$ cat config.mk
export PLATFORM = sky130hd
export DESIGN_NAME = ppm_frame_decoder
export DESIGN_NICKNAME = d
export VERILOG_FILES = /design/src/design/ppm_pkg.sv /design/src/design/ppm_frame_decoder.sv
export SDC_FILE = /design/constraint.sdc
export NUM_CORES = 1
export LEC_CHECK = 0
export BUFFER_PORTS_ARGS = -buffer_cell sky130_fd_sc_hd__buf_4
export CORE_MARGIN = 1
export CORE_UTILIZATION = 62
export CTS_CLUSTER_DIAMETER = 30
export DETAILED_ROUTE_END_ITERATION = 12
export PLACE_DENSITY = 0.81
export SYNTH_ARGS = -nofsm -noshare
export SYNTH_HDL_FRONTEND = slang
export SYNTH_SLANG_ARGS = --single-unit
$ cat constraint.sdc
create_clock -name clk_i -period 6.5 [get_ports clk_i]
set_input_delay 0.325 -clock clk_i [delete_from_list [all_inputs] [get_ports clk_i]]
set_output_delay 0.325 -clock clk_i [all_outputs]
set_load 0.01 [all_outputs]
$ cat src/design/ppm_pkg.sv
// shared constants and types for the ppm frame decoder
`default_nettype none
package ppm_pkg;

  // slot count default
  localparam int unsigned NumSlotsDef = 8;

  // field widths
  localparam int unsigned TimeW  = 16;
  localparam int unsigned ValueW = 15;
  localparam int unsigned ChanW  = 3;
  localparam int unsigned CfgIdxW = 2;
  localparam int unsigned CfgDataW = 16;

  // packed stream widths
  localparam int unsigned InDataW  = 24;
  localparam int unsigned OutDataW = 16;

  // register reset values
  localparam logic [TimeW-1:0]  TimerTopRst   = 16'd40000;
  localparam logic [TimeW-1:0]  SyncThrRst    = 16'd8000;
  localparam logic [ValueW-1:0] ClampLowRst   = 15'd1000;
  localparam logic [ValueW-1:0] ClampHighRst  = 15'd2000;
  localparam logic [TimeW-1:0]  SlotWidthRst  = 16'd2400;

  // item kinds
  typedef enum logic {
    OP_CAPTURE = 1'b0,
    OP_READ    = 1'b1
  } op_e;

  // configuration register indexes
  typedef enum logic [CfgIdxW-1:0] {
    REG_TIMER_TOP  = 2'd0,
    REG_SYNC_THR   = 2'd1,
    REG_CLAMP_LOW  = 2'd2,
    REG_CLAMP_HIGH = 2'd3
  } cfg_reg_e;

endpackage
`default_nettype wire

$ cat src/design/ppm_frame_decoder.sv
// RC PPM frame decoder: capture timestamps in, channel widths out
//
// Takes one item per clock unless stalled. Each item goes in a single pass
// from port to result register: a capture computes the interval since the
// last capture (modulo the timer top), compares it with the sync threshold
// and, unless sync or frame full, writes the next slot; a read selects one
// slot, halves and clamps it. Each accepted item gives one result the next
// cycle. The input is ready when the result register is empty or being taken,
// so a stalled result holds the input back by exactly that one register.
`default_nettype none
module ppm_frame_decoder #(
  parameter int unsigned NUM_SLOTS = ppm_pkg::NumSlotsDef
) (
  input  wire logic                          clk_i,
  input  wire logic                          rst_ni,
  // configuration write port
  input  wire logic                          cfg_we_i,
  input  wire logic [ppm_pkg::CfgIdxW-1:0]   cfg_idx_i,
  input  wire logic [ppm_pkg::CfgDataW-1:0]  cfg_data_i,
  // input stream
  input  wire logic                          s_axis_tvalid,
  output logic                               s_axis_tready,
  // [15:0] capture_time, [18:16] read_channel, [23:19] zero
  input  wire logic [ppm_pkg::InDataW-1:0]   s_axis_tdata,
  // [0] operation
  input  wire logic                          s_axis_tuser,
  // result stream
  output logic                               m_axis_tvalid,
  input  wire logic                          m_axis_tready,
  // [14:0] channel_value, [15] frame_ready
  output logic [ppm_pkg::OutDataW-1:0]       m_axis_tdata
);

  localparam int unsigned CntW = $clog2(NUM_SLOTS + 1);
  localparam int unsigned TW   = ppm_pkg::TimeW;
  localparam int unsigned VW   = ppm_pkg::ValueW;

  // configuration registers
  logic [TW-1:0] timer_top_q, sync_thr_q;
  logic [VW-1:0] clamp_low_q, clamp_high_q;

  // decoder state
  logic [TW-1:0]   last_cap_q, last_cap_d;
  logic [CntW-1:0] slot_cnt_q, slot_cnt_d;
  logic [TW-1:0]   slot_q [NUM_SLOTS];
  logic            ready_q, ready_d;

  // result register
  logic                 out_valid_q;
  logic [VW-1:0]        out_value_q, out_value_d;
  logic                 out_flag_q, out_flag_d;

  // input fields
  logic [TW-1:0]        in_time;
  logic [ppm_pkg::ChanW-1:0] in_chan;
  ppm_pkg::op_e         in_op;
  logic                 in_acc;

  // per-item work signals
  logic [TW-1:0] interval;
  logic          is_sync;
  logic          slot_we;
  logic [TW-1:0] rd_width;
  logic [VW-1:0] half_width;

  assign in_time = s_axis_tdata[TW-1:0];
  assign in_chan = s_axis_tdata[TW +: ppm_pkg::ChanW];
  assign in_op   = ppm_pkg::op_e'(s_axis_tuser);

  assign s_axis_tready = !out_valid_q || m_axis_tready;
  assign in_acc        = s_axis_tvalid && s_axis_tready;

  assign m_axis_tvalid = out_valid_q;
  assign m_axis_tdata  = {out_flag_q, out_value_q};

  // configuration writes
  always_ff @(posedge clk_i or negedge rst_ni) begin
    if (!rst_ni) begin
      timer_top_q  <= ppm_pkg::TimerTopRst;
      sync_thr_q   <= ppm_pkg::SyncThrRst;
      clamp_low_q  <= ppm_pkg::ClampLowRst;
      clamp_high_q <= ppm_pkg::ClampHighRst;
    end else if (cfg_we_i) begin
      case (ppm_pkg::cfg_reg_e'(cfg_idx_i))
        ppm_pkg::REG_TIMER_TOP:  timer_top_q  <= cfg_data_i;
        ppm_pkg::REG_SYNC_THR:   sync_thr_q   <= cfg_data_i;
        ppm_pkg::REG_CLAMP_LOW:  clamp_low_q  <= cfg_data_i[VW-1:0];
        ppm_pkg::REG_CLAMP_HIGH: clamp_high_q <= cfg_data_i[VW-1:0];
        default: ;
      endcase
    end
  end

  // interval since the last capture, wrapped at the timer top
  always_comb begin
    interval = in_time - last_cap_q;
    if (in_time < last_cap_q) begin
      interval = interval + timer_top_q;
    end
  end

  assign is_sync = (interval > sync_thr_q);

  // slot read mux, channels past the last slot read as zero
  always_comb begin
    rd_width = '0;
    for (int i = 0; i < NUM_SLOTS; i++) begin
      if (int'(in_chan) == i) begin
        rd_width = slot_q[i];
      end
    end
  end

  assign half_width = rd_width[TW-1:1];

  // next state and result for the item at the port
  always_comb begin
    last_cap_d  = last_cap_q;
    slot_cnt_d  = slot_cnt_q;
    ready_d     = ready_q;
    slot_we     = 1'b0;
    out_value_d = '0;
    out_flag_d  = ready_q;
    case (in_op)
      ppm_pkg::OP_CAPTURE: begin
        last_cap_d = in_time;
        if (is_sync) begin
          slot_cnt_d = '0;
          ready_d    = 1'b1;
        end else if (int'(slot_cnt_q) < NUM_SLOTS) begin
          slot_we    = 1'b1;
          slot_cnt_d = slot_cnt_q + CntW'(1);
          if (int'(slot_cnt_d) >= NUM_SLOTS) begin
            ready_d = 1'b1;
          end
        end
        out_flag_d = ready_d;
      end
      ppm_pkg::OP_READ: begin
        ready_d = 1'b0;
        if (half_width < clamp_low_q) begin
          out_value_d = clamp_low_q;
        end else if (half_width > clamp_high_q) begin
          out_value_d = clamp_high_q;
        end else begin
          out_value_d = half_width;
        end
      end
      default: ;
    endcase
  end

  // state update on accept
  always_ff @(posedge clk_i or negedge rst_ni) begin
    if (!rst_ni) begin
      last_cap_q <= '0;
      slot_cnt_q <= '0;
      ready_q    <= 1'b0;
    end else if (in_acc) begin
      last_cap_q <= last_cap_d;
      slot_cnt_q <= slot_cnt_d;
      ready_q    <= ready_d;
    end
  end

  // slot widths, written at the running slot count
  always_ff @(posedge clk_i or negedge rst_ni) begin
    if (!rst_ni) begin
      for (int i = 0; i < NUM_SLOTS; i++) begin
        slot_q[i] <= ppm_pkg::SlotWidthRst;
      end
    end else if (in_acc && slot_we) begin
      for (int i = 0; i < NUM_SLOTS; i++) begin
        if (int'(slot_cnt_q) == i) begin
          slot_q[i] <= interval;
        end
      end
    end
  end

  // result register
  always_ff @(posedge clk_i or negedge rst_ni) begin
    if (!rst_ni) begin
      out_valid_q <= 1'b0;
    end else if (s_axis_tready) begin
      out_valid_q <= s_axis_tvalid;
    end
  end

  always_ff @(posedge clk_i) begin
    if (in_acc) begin
      out_value_q <= out_value_d;
      out_flag_q  <= out_flag_d;
    end
  end

  // slot count never runs past the frame
  assert property (@(posedge clk_i) disable iff (!rst_ni)
    int'(slot_cnt_q) <= NUM_SLOTS)
    else $error("slot count beyond frame length");

  // a read clears the ready flag
  assert property (@(posedge clk_i) disable iff (!rst_ni)
    in_acc && (in_op == ppm_pkg::OP_READ) |=> !ready_q)
    else $error("ready flag not cleared by read");

  // a capture reports the updated flag and a zero value
  assert property (@(posedge clk_i) disable iff (!rst_ni)
    in_acc && (in_op == ppm_pkg::OP_CAPTURE) |=>
      (out_flag_q == ready_q) && (out_value_q == '0))
    else $error("capture result mismatch");

  // every accepted item leaves a result behind
  assert property (@(posedge clk_i) disable iff (!rst_ni)
    in_acc |=> out_valid_q)
    else $error("accepted item produced no result");

endmodule
`default_nettype wire
==> flow_results.org <==
** STA
- Final period utilization :: 94.8%
- Final Hold Vio Count :: 0
- In the final timing run, aggregate negative setup slack is 0 ps.
- For the finished layout, the period the worst path requires is 6160 ps.
- The number of pins exceeding their max-slew limit in the final report was 0.
- Skew final :: 19.9 ps
- Setup violations remaining at the end of the flow were counted as 0.
- Worst slack on hold paths :: 23.9 ps
- Derived from the worst setup path, the maximum achievable clock frequency is 0.162 GHz.
- Setup repair after global routing missed its margin :: no
- Headroom to the max-slew limit came out at 29.6%.
- Transition time of the tightest slew-check pin :: 1050 ps

** Die
- Die Y-Extent :: 143 µm
- After floorplanning, the core was divided into 51 placement rows.
- Ports placed on the boundary :: 66
- Total core area :: 19500 µm²
- Die X-Extent :: 143 µm
- Die outline area :: 20500 µm²
- Once the floorplan was initialized, standard cells occupied 63.4% of the core.

** Power and ir drop
- Overall power consumption after layout is estimated at 6.80 mW.
- Sequential cells account for 31.0% of the total power.
- Summed over all cells, the static leakage comes to 6.90 nW.
- Of the total power, the clock network draws 32.6%.
- In this run the power density over the cells is 465 nW/µm².
- Switching share of power :: 34.7%
- Internal :: 4.44 mW
- Switching component of the power :: 2.36 mW
- The share of total power dissipated in combinational logic is 36.4%.
- Max VDD drop :: 0.260 mV

** Logic synthesis
- Mapped Avg Cell Area :: 11.5 µm²
- Fraction of registers with async set or reset after synthesis :: 92.7%
- Post-synthesis instance area :: 12300 µm²
- Library cell occupying the most area in the post-synthesis netlist :: dfrtp_1
- Predominant post-synthesis flop cell :: dfrtp_1
- Yosys mapped a number of flops with a built-in enable equal to 16.
- Post-synthesis cell count :: 1078
- The synthesized design devotes to its leading area cell type 30.2% of total area.
- Sorting the synthesized cells by area gives the leading types as dfrtp_1, mux2_2, dfstp_2.
- Syn Nets :: 1210
- Synthesis warning total :: 0
- Synthesis instantiated 70 different standard cells from the library.
- Post-synthesis sequential element count :: 220
- Register area share after synthesis :: 45.8%

** Setup path
- CP Max Fanout :: 15
- Measured in cells, the most critical reg-to-reg path has a length of 27.
- Reg2reg start :: last_cap_q[0]
- The most critical setup path has its endpoint at slot_q[47].
- Most prevalent standard cell on the critical path :: nor2_1
- Critical path depth :: 27
- Delay of the slowest cell on the worst path :: 410 ps
- STA puts the critical path data required time at 6890 ps.
- Startpoint-to-endpoint class of the critical path :: reg2reg
- STA classifies the critical path endpoint as a flop.
- On the critical path, the stage with the largest delay is an instance of fa_1.
- Cell family contributing the most delay on the critical path :: compound AO/OA/AOI/OAI gates
- The number of buffers and inverters on the critical path is 2.
- STA classifies the critical path startpoint as a flop.
- The endpoint identified for the worst register-to-register timing path is slot_q[47].
- For the worst setup path, the data arrival time is 6560 ps.
- Setup crit start :: last_cap_q[0]
- Across all register-to-register paths, the minimum setup slack is 340 ps.

** Final layout
- Final antenna diode count :: 0
- The library cells used most frequently in the layout, excluding fill and tap cells, are mux2_2, dfrtp_1, nand2_1.
- Area added between synthesis and finish :: 18.5%
- Post-Layout Cell Count :: 1461
- Most common cell after layout, fill and taps aside :: mux2_2
- After the last flow step, the layout net total stands at 1294.
- In the final layout, the share of cells above drive strength 1 is 37.0%.

** GRT
- Wire length of the first global-routing pass :: 47500 µm
- Number of global-route vias before repair :: 9257
- Pin count of the biggest net entering global routing :: 76
- In the global route stage, overall resource usage came out at 30.3%.
- The total overflow left after global routing is 0.
- Initial antenna violation count :: 0

** Flow run
- Max-cap violations in this run came to 0.

** Clock network
- Once the clock tree was built, the setup fixing pass inserted 0 buffers.
- Largest buffer count on any clock path :: 3
- The H-tree was split into 2 levels.
- Clock-pin slew was measured on the worst setup and hold paths at 50 ps.
- TritonCTS built the clock tree.
- Counting every sink on the clock net gives 220.
- Library cell used as clock root buffer :: clkbuf_16
- The clock reaches the later pin of the worst-skew pair after 530 ps.
- TritonCTS Buffers :: 43

** Drt
- In the routed layout, each cell is associated on average with a via count of 6.06.
- The detail route stage leaves a number of antenna-violating nets equal to 0.
- The first detailed-routing pass took 5 iterations.
- DRC violations left :: 0
- Routed wire length :: 29200 µm
- The routed layout has 8852 vias.
- Wire per inst :: 20.0 µm
- Initial detailed-routing violation count :: 525

** Placement
- In this run, placement finished with an instance count of 1381.
- Post-DP HPWL :: 19100 µm
- PortBufs :: 60
- Routability-driven placement finished with a final weighted congestion of 0.905.

** Min path
- Hold Crit Class :: in2reg
- Number of stages on the worst hold path :: 2

** Outcome
- Result of the run :: finished clean
-- state kept, by name, indices dropped and copies added, names as in the netlist --
name	count
sync_thr_q	16
out_flag_q	1
timer_top_q	16
slot_q	120
m_axis_tvalid	1
last_cap_q	16
out_value_q	15
ready_q	1
slot_cnt_q	4
clamp_high_q	15
clamp_low_q	15
-- synthesized netlist by cell type (3+ instances only) --
master     number
dfrtp_1       149
o221ai_1        7
a21oi_1        31
buf_4           3
nand4_2         4
o21ai_0        70
nand2b_1       18
nor2_1         41
nand3b_1        4
mux2_1          8
o21ai_2        12
dfstp_2        55
o21ai_1         5
nand2_1        88
xor2_1          9
o2111ai_1      16
buf_2          11
a22o_1          7
nand2_2         4
mux2i_1        13
mux2_2        179
o211ai_1        3
a21oi_2         3
mux4_2         10
nand4_1         9
edfxtp_1       16
a22oi_1         3
xnor2_1        14
and3_1          3
inv_1          73
o21a_1         13
a21o_1         15
clkbuf_1       29
buf_1           3
nor2b_1        10
nand3_1        15
ha_1           82
-- layer usage --
layer | GRT usage [%] | up-vias | share of wire, %
met5 | 0 | - | 0
met4 | 13.1 | 0 | 3.5
met3 | 6.07 | 70 | 5.8
met2 | 49.6 | 275 | 47
met1 | 39.3 | 4432 | 43
li1 | - | 4075 | -
-- worst min-delay path by stage --
stage,startpoint,end,slack [ps]
final,s_axis_tvalid,m_axis_tvalid,20
after global routing,s_axis_tvalid,m_axis_tvalid,20
after CTS,s_axis_tvalid,m_axis_tvalid,9
after detailed placement,rst_ni,slot_q[125],330
after global placement,rst_ni,slot_q[61],320
after floorplan,rst_ni,clamp_high_q[0],30
-- cell families after synthesis --
| logic type | after synthesis | share of synthesized area [%] |
|---|---|---|
| AOI/OAI and AO/OA | 216 | 12.0 |
| xor gates and xnor gates | 25 | 1.89 |
| adders and majority gates | 84 | 8.63 |
| buffers and inverters | 119 | 3.82 |
| DFF | 220 | 45.8 |
| muxes | 210 | 19.9 |
| and+or+nand+nor | 204 | 7.89 |
-- per-stage QoR --
stage	area, µm²	utilization (%)	setup slack (ps)
floorplan	12300	-	905
global placement	13100	67.4	227
detailed placement	13100	67.4	73.4
CTS	14600	75.0	68.4
global route	14600	75.2	19.6
finish	14600	75.2	336
-- cell type report --
cell class                      instances  area [µm²]
Clock buffer                           57        1220
Timing Repair Buffer                   85         647
Fill cell                            1208        4830
Sequential cell                       220        5650
Multi-Input combinational cell        739        6260
Clock inverter                         22         245
Tap cell                              265         332
Inverter                               73         274
-- power groups by stage --
stage	clock network (mW)	registers (mW)	logic, mW
CTS	2.23	2.10	2.44
detailed placement	0	2.11	2.38
global route	2.31	2.15	2.70
floorplan	0	2.04	1.75
global placement	0	2.08	2.30
finish	2.21	2.11	2.48
-- what timing repair did --
action / CTS / global route
gates resized for setup: 0 / 8
hold buffers: 1 / 0
hold endpoints to repair: 31 / 0
endpoints found under the setup margin: 0 / 120
Note: power is estimated with default switching activity, not from simulation.
